<file path="config.mk">
export PLATFORM = sky130hd
export DESIGN_NAME = image_report_packetizer
export DESIGN_NICKNAME = d
export VERILOG_FILES = /design/src/hw/rtl/irp_pkg.sv /design/src/hw/rtl/irp_front.sv /design/src/hw/rtl/irp_queue.sv /design/src/hw/rtl/irp_back.sv /design/src/hw/rtl/image_report_packetizer.sv
export SDC_FILE = /design/constraint.sdc
export NUM_CORES = 1
export LEC_CHECK = 0
export BUFFER_PORTS_ARGS = -buffer_cell sky130_fd_sc_hd__clkbuf_2
export CAP_MARGIN = 0
export CORE_UTILIZATION = 45
export DETAILED_ROUTE_END_ITERATION = 7
export PLACE_DENSITY_LB_ADDON = 0.05
export SETUP_SLACK_MARGIN = 0.3
export SYNTH_ARGS = -nofsm -noshare
export SYNTH_HDL_FRONTEND = slang
export SYNTH_SLANG_ARGS = --single-unit
export TNS_END_PERCENT = 1
</file>
<file path="constraint.sdc">
create_clock -name clk_i -period 6.3 [get_ports clk_i]
set_input_delay 1.89 -clock clk_i [delete_from_list [all_inputs] [get_ports clk_i]]
set_output_delay 1.89 -clock clk_i [all_outputs]
set_load 0.1 [all_outputs]
</file>
<file path="src/hw/rtl/irp_pkg.sv">
// ----------------------------------------------------------------------------
// irp_pkg
// Shared types and constants of the image report packetizer.
// ----------------------------------------------------------------------------
package irp_pkg;

  localparam int unsigned PACKET_BYTES_DEF = 4096;
  localparam int unsigned MAX_IMAGE_DEF    = 65536;
  localparam int unsigned PANEL_SIZE_DEF   = 512;
  localparam int unsigned QUEUE_DEPTH_DEF  = 4;

  // packet offsets and pad counts fit 13 bits over the whole packet size range
  localparam int unsigned POS_W   = 13;
  localparam int unsigned LEN_W   = 24;
  localparam int unsigned HIDX_W  = 5;

  localparam logic [POS_W-1:0]  FIRST_HDR_LEN = POS_W'(20);
  localparam logic [POS_W-1:0]  NEXT_HDR_LEN  = POS_W'(5);
  localparam logic [HIDX_W-1:0] FIRST_HDR_IDX = HIDX_W'(20);
  localparam logic [HIDX_W-1:0] NEXT_HDR_IDX  = HIDX_W'(5);

  localparam logic [3:0] FUNC_CODE   = 4'h2;
  localparam logic [7:0] IMAGE_COUNT = 8'h01;
  localparam logic [7:0] IMAGE_FMT   = 8'h00;

  localparam int unsigned APB_AW = 5;

  typedef enum logic [2:0] {
    REG_FEATURE  = 3'd0,
    REG_DEFER    = 3'd1,
    REG_ORIGIN   = 3'd2,
    REG_SIZE     = 3'd3,
    REG_LENGTH   = 3'd4,
    REG_REPORT   = 3'd5,
    REG_DEVICE   = 3'd6,
    REG_SW_DISP  = 3'd7
  } reg_idx_e;

  typedef struct packed {
    logic [7:0]       feature_index;
    logic             defer_update;
    logic [31:0]      region_origin;
    logic [31:0]      region_size;
    logic [LEN_W-1:0] image_length;
    logic [7:0]       report_id;
    logic [7:0]       device_index;
    logic [11:0]      software_and_display;
  } cfg_t;

  typedef enum logic [1:0] {
    ENT_PAYLOAD   = 2'd0,
    ENT_HDR_FIRST = 2'd1,
    ENT_HDR_NEXT  = 2'd2,
    ENT_REJECT    = 2'd3
  } ent_kind_e;

  // one classified input byte, as handed from front to back
  typedef struct packed {
    ent_kind_e        kind;
    logic [7:0]       data;
    logic [7:0]       seq;
    logic             eop;
    logic [POS_W-1:0] pad;
  } qent_t;

endpackage

</file>
<file path="src/hw/rtl/irp_front.sv">
// ----------------------------------------------------------------------------
// irp_front
// Accepts image bytes, checks the configuration and tracks packet position,
// sequence count and bytes sent; pushes one classified entry per kept byte.
// ----------------------------------------------------------------------------
module irp_front #(
  parameter int unsigned PACKET_BYTES = irp_pkg::PACKET_BYTES_DEF,
  parameter int unsigned MAX_IMAGE    = irp_pkg::MAX_IMAGE_DEF,
  parameter int unsigned PANEL_SIZE   = irp_pkg::PANEL_SIZE_DEF
) (
  input  logic                clk_i,
  input  logic                rst_ni,
  input  irp_pkg::cfg_t       cfg_i,
  input  logic                in_valid_i,
  output logic                in_ready_o,
  input  logic [7:0]          in_byte_i,
  input  logic                q_full_i,
  output logic                q_push_o,
  output irp_pkg::qent_t      q_ent_o
);

  localparam logic [irp_pkg::POS_W-1:0] PktBytes = irp_pkg::POS_W'(PACKET_BYTES);
  localparam logic [irp_pkg::LEN_W-1:0] PktBytesL = irp_pkg::LEN_W'(PACKET_BYTES);
  localparam logic [irp_pkg::LEN_W-1:0] MaxImage = irp_pkg::LEN_W'(MAX_IMAGE);
  localparam logic [16:0] PanelSize = 17'(PANEL_SIZE);

  logic [irp_pkg::LEN_W-1:0] sent_q, sent_d;
  logic [irp_pkg::POS_W-1:0] pos_q, pos_d;
  logic [3:0]                seqc_q, seqc_d;

  logic                      cfg_ok, done, accept, first, last, opens, eop;
  logic [16:0]               x_end, y_end;
  logic [15:0]               w, h;
  logic [irp_pkg::POS_W-1:0] hdr_len, pos_inc;
  logic [irp_pkg::LEN_W-1:0] remain, sent_inc;

  assign w     = cfg_i.region_size[31:16];
  assign h     = cfg_i.region_size[15:0];
  assign x_end = {1'b0, cfg_i.region_origin[31:16]} + {1'b0, w};
  assign y_end = {1'b0, cfg_i.region_origin[15:0]} + {1'b0, h};

  assign cfg_ok = (cfg_i.image_length != '0) && (cfg_i.image_length <= MaxImage) &&
                  (w != '0) && (h != '0) && (x_end <= PanelSize) && (y_end <= PanelSize);

  assign done   = sent_q >= cfg_i.image_length;
  assign opens  = pos_q == '0;
  assign first  = sent_q == '0;
  assign hdr_len = first ? irp_pkg::FIRST_HDR_LEN : irp_pkg::NEXT_HDR_LEN;
  assign remain = cfg_i.image_length - sent_q;
  assign last   = remain <= (PktBytesL - irp_pkg::LEN_W'(hdr_len));

  assign pos_inc  = (opens ? hdr_len : pos_q) + irp_pkg::POS_W'(1);
  assign sent_inc = sent_q + irp_pkg::LEN_W'(1);
  assign eop      = (pos_inc >= PktBytes) || (sent_inc >= cfg_i.image_length);

  assign in_ready_o = !q_full_i;
  assign accept     = in_valid_i && in_ready_o;
  // a byte past the end of the image is dropped without a result if cfg_ok
  assign q_push_o   = accept && (!cfg_ok || !done);

  always_comb begin
    q_ent_o.data = in_byte_i;
    q_ent_o.seq  = {first, last, 1'b1, 1'b0, seqc_q + 4'd1};
    q_ent_o.eop  = eop;
    q_ent_o.pad  = (eop && (pos_inc < PktBytes)) ? PktBytes - pos_inc : '0;
    if (!cfg_ok) begin
      q_ent_o.kind = irp_pkg::ENT_REJECT;
    end else if (opens) begin
      q_ent_o.kind = first ? irp_pkg::ENT_HDR_FIRST : irp_pkg::ENT_HDR_NEXT;
    end else begin
      q_ent_o.kind = irp_pkg::ENT_PAYLOAD;
    end
  end

  always_comb begin
    sent_d = sent_q;
    pos_d  = pos_q;
    seqc_d = seqc_q;
    if (accept && cfg_ok && !done) begin
      sent_d = sent_inc;
      pos_d  = eop ? '0 : pos_inc;
      if (opens) begin
        seqc_d = seqc_q + 4'd1;
      end
    end
  end

  always_ff @(posedge clk_i or negedge rst_ni) begin
    if (!rst_ni) begin
      sent_q <= '0;
      pos_q  <= '0;
      seqc_q <= '0;
    end else begin
      sent_q <= sent_d;
      pos_q  <= pos_d;
      seqc_q <= seqc_d;
    end
  end

  // packet offset never reaches the packet size while held
  a_pos_range: assert property (@(posedge clk_i) disable iff (!rst_ni)
    pos_q < PktBytes)
    else $error("packet position out of range");

endmodule

</file>
<file path="src/hw/rtl/irp_queue.sv">
// ----------------------------------------------------------------------------
// irp_queue
// Short register queue of classified entries between front and back.
// ----------------------------------------------------------------------------
module irp_queue #(
  parameter int unsigned DEPTH = irp_pkg::QUEUE_DEPTH_DEF
) (
  input  logic           clk_i,
  input  logic           rst_ni,
  input  logic           push_i,
  input  irp_pkg::qent_t push_ent_i,
  output logic           full_o,
  input  logic           pop_i,
  output logic           head_valid_o,
  output irp_pkg::qent_t head_ent_o
);

  localparam int unsigned PtrW = (DEPTH > 1) ? $clog2(DEPTH) : 1;
  localparam int unsigned CntW = $clog2(DEPTH + 1);
  localparam logic [PtrW-1:0] LastPtr = PtrW'(DEPTH - 1);
  localparam logic [CntW-1:0] Depth = CntW'(DEPTH);

  irp_pkg::qent_t  mem_q [DEPTH];
  logic [PtrW-1:0] wr_q, wr_d, rd_q, rd_d;
  logic [CntW-1:0] cnt_q, cnt_d;

  assign full_o       = cnt_q == Depth;
  assign head_valid_o = cnt_q != '0;
  assign head_ent_o   = mem_q[rd_q];

  always_comb begin
    wr_d  = wr_q;
    rd_d  = rd_q;
    cnt_d = cnt_q;
    if (push_i) begin
      wr_d = (wr_q == LastPtr) ? '0 : wr_q + PtrW'(1);
    end
    if (pop_i) begin
      rd_d = (rd_q == LastPtr) ? '0 : rd_q + PtrW'(1);
    end
    if (push_i && !pop_i) begin
      cnt_d = cnt_q + CntW'(1);
    end else if (!push_i && pop_i) begin
      cnt_d = cnt_q - CntW'(1);
    end
  end

  always_ff @(posedge clk_i) begin
    if (push_i) begin
      mem_q[wr_q] <= push_ent_i;
    end
  end

  always_ff @(posedge clk_i or negedge rst_ni) begin
    if (!rst_ni) begin
      wr_q  <= '0;
      rd_q  <= '0;
      cnt_q <= '0;
    end else begin
      wr_q  <= wr_d;
      rd_q  <= rd_d;
      cnt_q <= cnt_d;
    end
  end

  a_no_overflow: assert property (@(posedge clk_i) disable iff (!rst_ni)
    push_i |-> (!full_o || pop_i))
    else $error("queue push while full");

  a_no_underflow: assert property (@(posedge clk_i) disable iff (!rst_ni)
    pop_i |-> head_valid_o)
    else $error("queue pop while empty");

endmodule

</file>
<file path="src/hw/rtl/irp_back.sv">
// ----------------------------------------------------------------------------
// irp_back
// Expands queue entries into header, payload and rejected beats and holds
// them in an output register until taken.
// ----------------------------------------------------------------------------
module irp_back (
  input  logic                      clk_i,
  input  logic                      rst_ni,
  input  irp_pkg::cfg_t             cfg_i,
  input  logic                      head_valid_i,
  input  irp_pkg::qent_t            head_ent_i,
  output logic                      pop_o,
  output logic                      out_valid_o,
  input  logic                      out_ready_i,
  output logic [7:0]                out_byte_o,
  output logic                      out_eop_o,
  output logic [irp_pkg::POS_W-1:0] out_pad_o,
  output logic                      out_last_o,
  output logic                      out_rej_o
);

  function automatic logic [7:0] hdr_byte(irp_pkg::cfg_t c,
                                          logic [irp_pkg::HIDX_W-1:0] idx,
                                          logic [7:0] seq);
    logic [7:0] b;
    unique case (idx)
      5'd0:    b = c.report_id;
      5'd1:    b = c.device_index;
      5'd2:    b = c.feature_index;
      5'd3:    b = {irp_pkg::FUNC_CODE, c.software_and_display[11:8]};
      5'd4:    b = seq;
      5'd5:    b = c.software_and_display[7:0];
      5'd6:    b = {7'd0, c.defer_update};
      5'd7:    b = irp_pkg::IMAGE_COUNT;
      5'd8:    b = irp_pkg::IMAGE_FMT;
      5'd9:    b = c.region_origin[31:24];
      5'd10:   b = c.region_origin[23:16];
      5'd11:   b = c.region_origin[15:8];
      5'd12:   b = c.region_origin[7:0];
      5'd13:   b = c.region_size[31:24];
      5'd14:   b = c.region_size[23:16];
      5'd15:   b = c.region_size[15:8];
      5'd16:   b = c.region_size[7:0];
      5'd17:   b = c.image_length[23:16];
      5'd18:   b = c.image_length[15:8];
      5'd19:   b = c.image_length[7:0];
      default: b = 8'd0;
    endcase
    return b;
  endfunction

  logic [irp_pkg::HIDX_W-1:0] idx_q, idx_d, hdr_end;
  logic                       load, final_beat, is_rej;
  logic                       vld_q, vld_d;
  logic [7:0]                 byte_q, byte_d;
  logic                       eop_q, eop_d, last_q, last_d, rej_q, rej_d;
  logic [irp_pkg::POS_W-1:0]  pad_q, pad_d;

  always_comb begin
    case (head_ent_i.kind)
      irp_pkg::ENT_HDR_FIRST: hdr_end = irp_pkg::FIRST_HDR_IDX;
      irp_pkg::ENT_HDR_NEXT:  hdr_end = irp_pkg::NEXT_HDR_IDX;
      default:                hdr_end = '0;
    endcase
  end

  assign is_rej     = head_ent_i.kind == irp_pkg::ENT_REJECT;
  assign final_beat = is_rej || (idx_q == hdr_end);
  assign load       = head_valid_i && (!vld_q || out_ready_i);
  assign pop_o      = load && final_beat;

  always_comb begin
    vld_d  = vld_q;
    idx_d  = idx_q;
    byte_d = byte_q;
    eop_d  = eop_q;
    pad_d  = pad_q;
    last_d = last_q;
    rej_d  = rej_q;
    if (out_ready_i) begin
      vld_d = 1'b0;
    end
    if (load) begin
      vld_d  = 1'b1;
      idx_d  = final_beat ? '0 : idx_q + irp_pkg::HIDX_W'(1);
      last_d = final_beat;
      rej_d  = is_rej;
      eop_d  = final_beat && !is_rej && head_ent_i.eop;
      pad_d  = (final_beat && !is_rej) ? head_ent_i.pad : '0;
      if (is_rej) begin
        byte_d = 8'd0;
      end else if (final_beat) begin
        byte_d = head_ent_i.data;
      end else begin
        byte_d = hdr_byte(cfg_i, idx_q, head_ent_i.seq);
      end
    end
  end

  always_ff @(posedge clk_i or negedge rst_ni) begin
    if (!rst_ni) begin
      vld_q <= 1'b0;
      idx_q <= '0;
    end else begin
      vld_q <= vld_d;
      idx_q <= idx_d;
    end
  end

  always_ff @(posedge clk_i) begin
    byte_q <= byte_d;
    eop_q  <= eop_d;
    pad_q  <= pad_d;
    last_q <= last_d;
    rej_q  <= rej_d;
  end

  assign out_valid_o = vld_q;
  assign out_byte_o  = byte_q;
  assign out_eop_o   = eop_q;
  assign out_pad_o   = pad_q;
  assign out_last_o  = last_q;
  assign out_rej_o   = rej_q;

  a_rej_shape: assert property (@(posedge clk_i) disable iff (!rst_ni)
    (vld_q && rej_q) |-> (last_q && !eop_q && byte_q == 8'd0 && pad_q == '0))
    else $error("rejected beat malformed");

  a_eop_last: assert property (@(posedge clk_i) disable iff (!rst_ni)
    (vld_q && (eop_q || pad_q != '0)) |-> last_q)
    else $error("end of packet not on final beat of a run");

  a_hdr_idx: assert property (@(posedge clk_i) disable iff (!rst_ni)
    idx_q <= irp_pkg::FIRST_HDR_IDX)
    else $error("header index out of range");

endmodule

</file>
<file path="src/hw/rtl/image_report_packetizer.sv">
// ----------------------------------------------------------------------------
// image_report_packetizer
// Cuts a stream of image bytes into report packets with headers.
// ----------------------------------------------------------------------------
// Each image byte gives one output beat, preceded by a 20-byte header when it
// opens the first packet or a 5-byte header when it opens a later packet, so a
// byte yields 1, 6 or 21 beats, sent one per cycle from the back end's output
// register while m_axis_tready is high. Inputs are taken one per cycle while
// the front-to-back queue (four entries by default) has room, so payload bytes
// flow at one per cycle unless the output stalls; a header burst stalls input
// only once the queue fills. An invalid configuration turns each input byte
// into a single rejected beat; bytes beyond image_length give no beat. The
// user writes registers only while the block is idle, which is not enforced.
// ----------------------------------------------------------------------------
module image_report_packetizer #(
  parameter int unsigned PACKET_BYTES = irp_pkg::PACKET_BYTES_DEF,
  parameter int unsigned MAX_IMAGE    = irp_pkg::MAX_IMAGE_DEF,
  parameter int unsigned PANEL_SIZE   = irp_pkg::PANEL_SIZE_DEF,
  parameter int unsigned QUEUE_DEPTH  = irp_pkg::QUEUE_DEPTH_DEF
) (
  input  logic                       clk_i,
  input  logic                       rst_ni,
  // APB configuration
  input  logic                       psel,
  input  logic                       penable,
  input  logic                       pwrite,
  input  logic [irp_pkg::APB_AW-1:0] paddr,
  input  logic [31:0]                pwdata,
  output logic [31:0]                prdata,
  output logic                       pready,
  // image input
  input  logic                       s_axis_tvalid,
  output logic                       s_axis_tready,
  input  logic [7:0]                 s_axis_tdata,   // [7:0] image_byte
  // packet output
  output logic                       m_axis_tvalid,
  input  logic                       m_axis_tready,
  output logic [23:0]                m_axis_tdata,   // [7:0] packet_byte, [20:8] pad_count
  output logic                       m_axis_tlast,   // run_last
  output logic [1:0]                 m_axis_tuser    // [0] end_of_packet, [1] rejected
);

  irp_pkg::cfg_t            cfg_q, cfg_d;
  irp_pkg::reg_idx_e        reg_sel;
  irp_pkg::qent_t           push_ent, head_ent;
  logic                     cfg_wr, q_full, q_push, q_pop, head_valid;
  logic [7:0]               out_byte;
  logic [irp_pkg::POS_W-1:0] out_pad;
  logic                     out_eop, out_rej;

  assign pready  = 1'b1;
  assign reg_sel = irp_pkg::reg_idx_e'(paddr[4:2]);
  assign cfg_wr  = psel && penable && pwrite && pready;

  always_comb begin
    cfg_d = cfg_q;
    if (cfg_wr) begin
      unique case (reg_sel)
        irp_pkg::REG_FEATURE: cfg_d.feature_index        = pwdata[7:0];
        irp_pkg::REG_DEFER:   cfg_d.defer_update         = pwdata[0];
        irp_pkg::REG_ORIGIN:  cfg_d.region_origin        = pwdata;
        irp_pkg::REG_SIZE:    cfg_d.region_size          = pwdata;
        irp_pkg::REG_LENGTH:  cfg_d.image_length         = pwdata[23:0];
        irp_pkg::REG_REPORT:  cfg_d.report_id            = pwdata[7:0];
        irp_pkg::REG_DEVICE:  cfg_d.device_index         = pwdata[7:0];
        irp_pkg::REG_SW_DISP: cfg_d.software_and_display = pwdata[11:0];
        default:              cfg_d = cfg_q;
      endcase
    end
  end

  always_comb begin
    unique case (reg_sel)
      irp_pkg::REG_FEATURE: prdata = {24'd0, cfg_q.feature_index};
      irp_pkg::REG_DEFER:   prdata = {31'd0, cfg_q.defer_update};
      irp_pkg::REG_ORIGIN:  prdata = cfg_q.region_origin;
      irp_pkg::REG_SIZE:    prdata = cfg_q.region_size;
      irp_pkg::REG_LENGTH:  prdata = {8'd0, cfg_q.image_length};
      irp_pkg::REG_REPORT:  prdata = {24'd0, cfg_q.report_id};
      irp_pkg::REG_DEVICE:  prdata = {24'd0, cfg_q.device_index};
      irp_pkg::REG_SW_DISP: prdata = {20'd0, cfg_q.software_and_display};
      default:              prdata = '0;
    endcase
  end

  always_ff @(posedge clk_i or negedge rst_ni) begin
    if (!rst_ni) begin
      cfg_q <= '0;
    end else begin
      cfg_q <= cfg_d;
    end
  end

  irp_front #(
    .PACKET_BYTES (PACKET_BYTES),
    .MAX_IMAGE    (MAX_IMAGE),
    .PANEL_SIZE   (PANEL_SIZE)
  ) u_front (
    .clk_i      (clk_i),
    .rst_ni     (rst_ni),
    .cfg_i      (cfg_q),
    .in_valid_i (s_axis_tvalid),
    .in_ready_o (s_axis_tready),
    .in_byte_i  (s_axis_tdata),
    .q_full_i   (q_full),
    .q_push_o   (q_push),
    .q_ent_o    (push_ent)
  );

  irp_queue #(
    .DEPTH (QUEUE_DEPTH)
  ) u_queue (
    .clk_i        (clk_i),
    .rst_ni       (rst_ni),
    .push_i       (q_push),
    .push_ent_i   (push_ent),
    .full_o       (q_full),
    .pop_i        (q_pop),
    .head_valid_o (head_valid),
    .head_ent_o   (head_ent)
  );

  irp_back u_back (
    .clk_i        (clk_i),
    .rst_ni       (rst_ni),
    .cfg_i        (cfg_q),
    .head_valid_i (head_valid),
    .head_ent_i   (head_ent),
    .pop_o        (q_pop),
    .out_valid_o  (m_axis_tvalid),
    .out_ready_i  (m_axis_tready),
    .out_byte_o   (out_byte),
    .out_eop_o    (out_eop),
    .out_pad_o    (out_pad),
    .out_last_o   (m_axis_tlast),
    .out_rej_o    (out_rej)
  );

  assign m_axis_tdata = {3'd0, out_pad, out_byte};
  assign m_axis_tuser = {out_rej, out_eop};

endmodule
</file>
==> metrics, run 1 <==
ys async rst share=0.554; die width=210 um; crit-path leading delay family=buffers and inverters; CTS tree=yes; H-tree Lvls=2; Num CTS Buffers=38; GRT Residual Overflow=0; largest cells by area after synthesis=dfrtp_1, edfxtp_1, ha_1; peak supply drop=0.000205 V; sequential share of the synthesized area=0.452; DR WL/cell=23.9 um; Nets=2090; critical path depth in cells=7; Synth Area in Simple Gates=0.142; gpl congestion=0.990; CP endpoint=prdata[6]; Port Buffers=107; RSZ-0062 raised after global routing=true; setup TNS=0 ps; clock root cell=clkbuf_16; largest net degree at the start of global routing=101; Reg2Reg Capture Point=u_queue.mem_q[1][2]; delay of the slowest critical-path stage=470 ps; slowest CP cell=nor2_1; first-pass GRT wire length=93.0 mm; initial antenna violation count=1; Tcrit/Tclk final=0.942; Clock transition at path regs=60 ps; Final Hold Fails=0; GRT Resource Usage Total=0.280; CP Class=primary input to output port; total of max-cap violations=0; worst min path class=flip-flop to flip-flop; Pleak=9.06 nW; number of global-route vias before repair=15000; Syn Area/Cell=10.7 um^2; setup violators final=0; cell row count=75; # DRC=0; sequential power share=0.388; Synth Instances=1821; commonest register cell after synthesis=dfrtp_1; number of vias per cell=5.99; Synthesis Warnings=0; outcome=finished clean; post-synthesis xor/xnor area fraction=0.0440; switch share=0.383; CP arrival=4040 ps; Critical Path RT=4410 ps; Worst Tran Pin Value=1230 ps; # fillers=3826; Distinct cells, synth=92; DR vias=15200; Detailed Place HPWL=45.7 mm; cell taking the most area after synthesis=dfrtp_1; net load switching power=2.98 mW; max_slew headroom=0.177; CP endpoint kind=output port; Synth Cell Area=19500 um^2; Worst Skew=13.9 ps; die area=44100 um^2; PwrDens=350 nW/um^2; critical-path cell list=clkbuf_2 -> clkinv_1 -> nor2_1 -> a22o_1 -> a221oi_1 -> nor2_1 -> buf_12; number of diodes=0; FF+latch count, synth=323; Initial Util=0.460; multiplexer share of the synthesized area=0.118; max frequency=169 MHz; core footprint=42300 um^2; final hold slack=493 ps; Post-DRT Antenna Nets=0; top-area cell type share of the netlist area=0.230; share of layout cells above drive strength 1=0.194; CTS sink cnt=323; Adder-Cell Fraction of Synth Area=0.0703; Critical Path Start Type=primary input; Final Max Slew Viols=0; Max Buffers Root-to-Sink=3; post-layout util=0.525; Clock Latency Late Sink=560 ps; Critical Path Fanout Max=17; Cell Int Power=4.80 mW; Die H=210 um; Post-CTS Setup Inserts=0; min Tclk post-route=5930 ps; power share of the combinational group=0.341; R2R setup slack=720 ps; IO Count=114; clock network fraction of design power=0.271; EDFF count, synth=144; reg2reg path depth=17; Compound-Gate Fraction of Synth Area=0.135; First-pass DRT Iterations=8; Initial DRC Count=1578; Critical R2R Launch=u_front.sent_q[0]; power consumption=7.78 mW; largest family of logic cells by synthesized area=simple AND/OR/NAND/NOR gates; WP buf/inv=3; Post-Route WL=60.6 mm; CP most frequent cell=nor2_1; Synth-to-Final Area Change=14.2%; Worst Setup SP=paddr[2]
[registers in the layout, summed over array words and instances (netlist names), 2 cells and up]
signal,flops
u_front.sent_q,24
u_back.out_pad_o,13
u_front.seqc_q,4
u_back.idx_q,5
u_back.out_byte_o,8
u_queue.mem_q,120
cfg_q,125
u_front.pos_q,13
u_queue.cnt_q,3
u_queue.wr_q,2
u_queue.rd_q,2
[metrics by stage]
stage	instances	worst slack [ps]	area, um^2
2_1_floorplan	1823	-441	19500
3_3_place_gp	2468	434	21000
3_5_place_dp	2468	442	21000
4_1_cts	2535	438	22200
5_1_grt	2535	160	22200
6_report	2535	366	22200
[power by group through the flow]
stage / Sequential (mW) / Combinational (mW) / Clock (mW)
after floorplan: 3.07 / 1.77 / 0
after global placement: 3.04 / 2.61 / 0
after detailed placement: 3.04 / 2.65 / 0
after CTS: 3.01 / 2.66 / 2.16
after global routing: 3.05 / 2.89 / 2.23
final: 3.02 / 2.65 / 2.11
[kinds of logic (layout without fill, tap and decap cells)]
group	count (synthesis)	count (layout)
xor+xnor	97	97
fa+ha+maj	107	107
flops	323	323
compound gates	393	393
simple gates	542	542
buf+inv	180	315
mux	177	177
other cells	2	4
[layout make-up]
cell class                 count  area (um^2)  area share
clock inverter                16          114     0.00512
timing repair buffer         142         1150      0.0520
sequential                   323         8800       0.396
clock buffer                  51         1070      0.0482
tap                          577          722      0.0325
multi-input combinational   1320         9960       0.448
inverter                     106          398      0.0179
[cell usage after synthesis (46+ instances only)]
master and count:
a21oi_1 67, nor2_1 115, ha_1 103, nand3_1 46
xnor2_1 69, o21ai_0 107, nand2_1 153, mux2_2 111
inv_1 105, dfrtp_1 179, clkbuf_1 47, edfxtp_1 144
[timing repair]
item / CTS / global route
hold buffers: 0 / 0
hold endpoints to repair: 0 / 0
endpoints found under the setup margin: 0 / 8
resized for setup: 0 / 1
[worst min-delay path by stage]
stage	from	to	slack, ps	depth (start not counted)
after floorplan	u_queue.cnt_q[2]	u_queue.cnt_q[2]	460	1
after global placement	u_queue.cnt_q[2]	u_queue.cnt_q[2]	480	1
after detailed placement	u_queue.cnt_q[2]	u_queue.cnt_q[2]	490	1
after CTS	u_queue.cnt_q[2]	u_queue.cnt_q[2]	500	1
after global routing	u_queue.cnt_q[2]	u_queue.cnt_q[2]	530	1
final	u_queue.cnt_q[2]	u_queue.cnt_q[2]	490	1
[cells in the final DEF, fill, tap and decap left out, types with 8 or more instances in the layout]
cell type,netlist,final
xor2_1,27,27
a22o_1,28,28
inv_1,105,105
o21a_1,12,12
and3_1,16,16
buf_12,0,23
nand2b_1,28,28
a22oi_1,26,26
a211oi_1,12,11
o21ai_1,7,23
buf_4,10,36
mux4_2,31,31
o22ai_1,16,16
o21ai_0,107,91
mux2_2,111,111
nor3_1,45,42
nor2b_1,26,26
clkbuf_16,0,39
nor2_1,115,113
mux2i_1,33,33
a221oi_1,26,26
a21o_1,18,18
nand4_1,29,29
xnor2_1,69,69
o211ai_1,8,8
nor4_1,30,30
clkbuf_2,1,82
edfxtp_1,144,144
dfrtp_1,179,178
ha_1,103,103
nand3_1,46,46
nand2_1,153,153
a21oi_1,67,67
and2_1,8,8
[routing by layer]
layer / GRT usage / routed length (um) / vias up
li1: - / - / 7011
met1: 0.407 / 28000 / 7543
met2: 0.427 / 26800 / 514
met3: 0.0465 / 3960 / 107
met4: 0.0871 / 1790 / 2
met5: 0 / 13 / -
No activity file was read; power rests on OpenSTA's default activity.
==> run 2: changes to the inputs <==
- CORE_UTILIZATION: 45 -> 40
==> run 2 against run 1 <==
Effect of this change:
- clock-buffer cell count up 5
- critical endpoint is now prdata[7]
- sequential power is essentially flat
- register-to-register slack lost 30 ps
- clock skew hardly changed
- first-iteration DRC count decreased by 5.7%
- flip-flop and latch count unchanged
- worst hold slack about the same
- sequential share of layout area is 0.098 points lower
- die area increased by 12%
- routed wire length is 2.3% higher
- via count shrank 0.29%
- largest power group unchanged
- combinational power is 2% higher
==> metrics, run 2 (same netlist as run 1, synthesis figures left out) <==
Post-Route WL=62.0 mm; max frequency=176 MHz; most frequent cells in the layout=dfrtp_1, nand2_1, edfxtp_1, nor2_1, mux2_2; share of layout cells above drive strength 1=0.192; H-tree Lvls=2; max_slew headroom=0.230; final std cells w/o fill=2574; number of vias per cell=5.88; cell row count=80; Synth-to-Final Area Change=14.5%; Post-DRT Antenna Nets=0; Max Buffers Root-to-Sink=3; Clock Latency Late Sink=560 ps; largest net degree at the start of global routing=103; clock root cell=clkbuf_16; Final Hold Fails=0; core footprint=47800 um^2; biggest regs=cfg_q x125, u_queue.mem_q x120, u_front.sent_q x24; post-layout util=0.466; gpl congestion=0.930; CP Class=primary input to output port; # DRC=0; Worst Skew=13.7 ps; Num CTS Buffers=39; CTS tree=yes; GRT Resource Usage Total=0.253; Largest register FFs=125; DR WL/cell=24.1 um; RSZ-0062 raised after global routing=true; most common cell after layout, fill and taps aside=dfrtp_1; Initial DRC Count=1488; Initial Util=0.407; min Tclk post-route=5700 ps; Port Buffers=107; cell area after layout=22300 um^2; # fillers=4511; Worst Tran Pin Value=1140 ps; setup violators final=0; outcome=finished clean; Pleak=9.05 nW; PwrDens=350 nW/um^2; Clock transition at path regs=60 ps; initial antenna violation count=1; Critical Path RT=4410 ps; die area=49500 um^2; Final Max Slew Viols=0; final hold slack=494 ps; number of diodes=0; GRT Residual Overflow=0; CP endpoint kind=output port; First-pass DRT Iterations=6; total of max-cap violations=0; power consumption=7.81 mW; Cells after DPL=2504; CP arrival=3810 ps; Critical Path Fanout Max=25; number of global-route vias before repair=14800; CTS sink cnt=323; Detailed Place HPWL=46.8 mm; DR vias=15100; Critical Path Start Type=primary input; first-pass GRT wire length=94.0 mm; worst min path class=flip-flop to flip-flop; Nets=2089; area post-placement=21100 um^2; Die H=223 um; die width=223 um; Post-CTS Setup Inserts=0; peak supply drop=0.000205 V; Tcrit/Tclk final=0.904; IO Count=114; most flop-heavy register=cfg_q
run 2: cell types whose count changed in the layout (fill, tap and decap cells not counted), sizes merged:
cell	before	now
clkbuf	134	140
buf	59	56
inv	107	105
run 2: critical path, cell delays in order:
cell      delay [ps]
clkbuf_2         470
nand2b_1         200
buf_4            280
o21ai_0          170
a211oi_2         530
buf_12           240
run 2: final timing paths:
path	endpoint	start	slack [ps]	depth (start not counted)
setup / recovery	prdata[7]	paddr[4]	600	6
hold / removal	u_queue.cnt_q[2]	u_queue.cnt_q[2]	490	1
setup reg to reg	u_queue.mem_q[0][12]	u_front.sent_q[0]	690	17
hold reg to reg	u_queue.cnt_q[2]	u_queue.cnt_q[2]	490	1
max in group asynchronous	u_queue.rd_q[0]	rst_ni	3820	2
min in group asynchronous	u_front.sent_q[19]	rst_ni	1380	1
run 2: layout make-up:
class                           count  area [um^2]  share of cell area
Clock buffer                       56         1090              0.0489
Clock inverter                     14          105             0.00472
Tap cell                          615          769              0.0345
Inverter                          106          398              0.0179
Sequential cell                   323         8800               0.395
Timing Repair Buffer              140         1150              0.0516
Multi-Input combinational cell   1320         9960               0.447
run 2: metal layers:
layer,up-vias,wire length (um),part of all wire,global-route usage
li1,6990,-,-,-
met4,2,1770,0.029,0.0788
met5,-,14,0.00023,0
met1,7568,29200,0.47,0.369
met3,101,3490,0.056,0.0403
met2,472,27600,0.44,0.382
run 2: repair_timing:
item,4_1_cts,5_1_grt
endpoints found under the hold margin,0,0
endpoints found under the setup margin,0,8
hold buffers,0,0
gates resized for setup,0,1
run 2: report_power, final:
group          switching [mW]  leakage [nW]  internal [mW]  total [mW]
Combinational            1.69          4.94          0.998        2.69
Clock                   0.906         0.574           1.21        2.12
Sequential              0.402          3.54           2.60        3.00
Total                    3.00          9.05           4.81        7.81
run 2: per-stage QoR:
| stage | worst slack, ps | TNS, ps |
|---|---|---|
| finish | 604 | 0 |
| floorplan | -441 | -1330 |
| global placement | 641 | 0 |
| global route | 282 | 0 |
| detailed placement | 521 | 0 |
| CTS | 511 | 0 |
==> run 3: changes to the inputs <==
- CTS_BUF_LIST: not set -> sky130_fd_sc_hd__clkbuf_16
==> run 3 against run 2 <==
Effect of this change:
- clock power decreased by 4%
- worst hold slack about the same
- combinational power about the same
- flip-flop and latch count unchanged
- critical path type unchanged
- utilization decreased by 0.10 points
- final cell count unchanged
- setup slack improved by 33 ps
- critical path depth unchanged
==> metrics, run 3 (same netlist as run 1, synthesis figures left out) <==
Die H=223 um; most common cell after layout, fill and taps aside=dfrtp_1; die width=223 um; total of max-cap violations=0; Port Buffers=107; worst min path class=flip-flop to flip-flop; number of vias per cell=5.88; post-cts sizing count=0; FF/Latch Area=8800 um^2; CP arrival=3770 ps; # DRC=0; Num CTS Buffers=39; Max Buffers Root-to-Sink=3; Post-CTS Hold Fix Bufs=0; area occupied by multi-input gates=9960 um^2; Nets=2089; Synth-to-Final Area Change=14.2%; Post-DRT Antenna Nets=0; gpl congestion=0.930; Final Hold Fails=0; IO Count=114; power consumption=7.72 mW; Critical Path RT=4410 ps; biggest regs=cfg_q x125, u_queue.mem_q x120, u_front.sent_q x24; final hold slack=494 ps; core footprint=47800 um^2; Clock transition at path regs=60 ps; Worst Tran Pin Value=1130 ps; Critical Path Fanout Max=25; min Tclk post-route=5660 ps; max_slew headroom=0.242; Largest register FFs=125; First-pass DRT Iterations=6; peak supply drop=0.000206 V; Clock Latency Late Sink=560 ps; clock root cell=clkbuf_16; Critical Path Start Type=primary input; share of layout cells above drive strength 1=0.190; CP Class=primary input to output port; DR WL/cell=24.0 um; Detailed Place HPWL=46.8 mm; PwrDens=347 nW/um^2; H-tree Lvls=2; Post-CTS Setup Inserts=0; CTS sink cnt=323; Post-Route WL=61.8 mm; DR vias=15100; RSZ-0062 raised after global routing=true; first-pass GRT wire length=93.9 mm; Tcrit/Tclk final=0.899; max frequency=177 MHz; cell row count=80; GRT Residual Overflow=0; initial antenna violation count=1; GRT Resource Usage Total=0.252; most flop-heavy register=cfg_q; die area=49500 um^2; final std cells w/o fill=2574; setup TNS=0 ps; number of diodes=0; Cells after DPL=2504; most frequent cells in the layout=dfrtp_1, nand2_1, edfxtp_1, inv_1, nor2_1; Initial DRC Count=1522; setup violators final=0; largest net degree at the start of global routing=103; Initial Util=0.407; outcome=finished clean; CTS tree=yes; Worst Skew=14.2 ps; CP endpoint kind=output port; Final Max Slew Viols=0; Pleak=9.08 nW; number of global-route vias before repair=14700; # fillers=4514
run 3: cell type report:
class,count,area share
repair buffers,140,0.0517
inverters,106,0.0179
clock inverters,31,0.00760
well taps,615,0.0346
clock buffers,39,0.0439
flip-flops and latches,323,0.396
multi-input cells,1320,0.448
run 3: stage by stage:
stage                     utilization  area, um^2  setup WS [ps]
after detailed placement        0.441       21100            521
final                           0.465       22200            637
after floorplan                     -       19500           -441
after CTS                       0.464       22200            512
after global routing            0.465       22200            283
after global placement          0.441       21100            641
run 3: final timing paths:
check                                  endpoint  slack, ps         startpoint  cells after the start
max                                   prdata[7]        640           paddr[4]                      6
min                            u_queue.cnt_q[2]        490   u_queue.cnt_q[2]                      1
max reg2reg                u_queue.mem_q[2][12]        730  u_front.sent_q[0]                     17
min reg2reg                    u_queue.cnt_q[2]        490   u_queue.cnt_q[2]                      1
max in group asynchronous       u_queue.rd_q[0]       3820             rst_ni                      2
min in group asynchronous    u_front.sent_q[19]       1380             rst_ni                      1
run 3: worst max-delay path, stage by stage:
cell	delay, ps
clkbuf_2	460
nand2b_1	200
buf_4	280
o21ai_0	160
a211oi_2	510
buf_12	240
run 3: power breakdown:
part | switching [mW] | internal, mW
Combinational | 1.69 | 0.998
Clock | 0.906 | 1.13
Sequential | 0.400 | 2.60
run 3: routing by layer:
layer	part of all wire	routed length, um	track usage
met1	0.46	28700	0.370
met2	0.44	27400	0.381
met3	0.063	3910	0.0403
met4	0.030	1860	0.0788
met5	0.00023	14	0
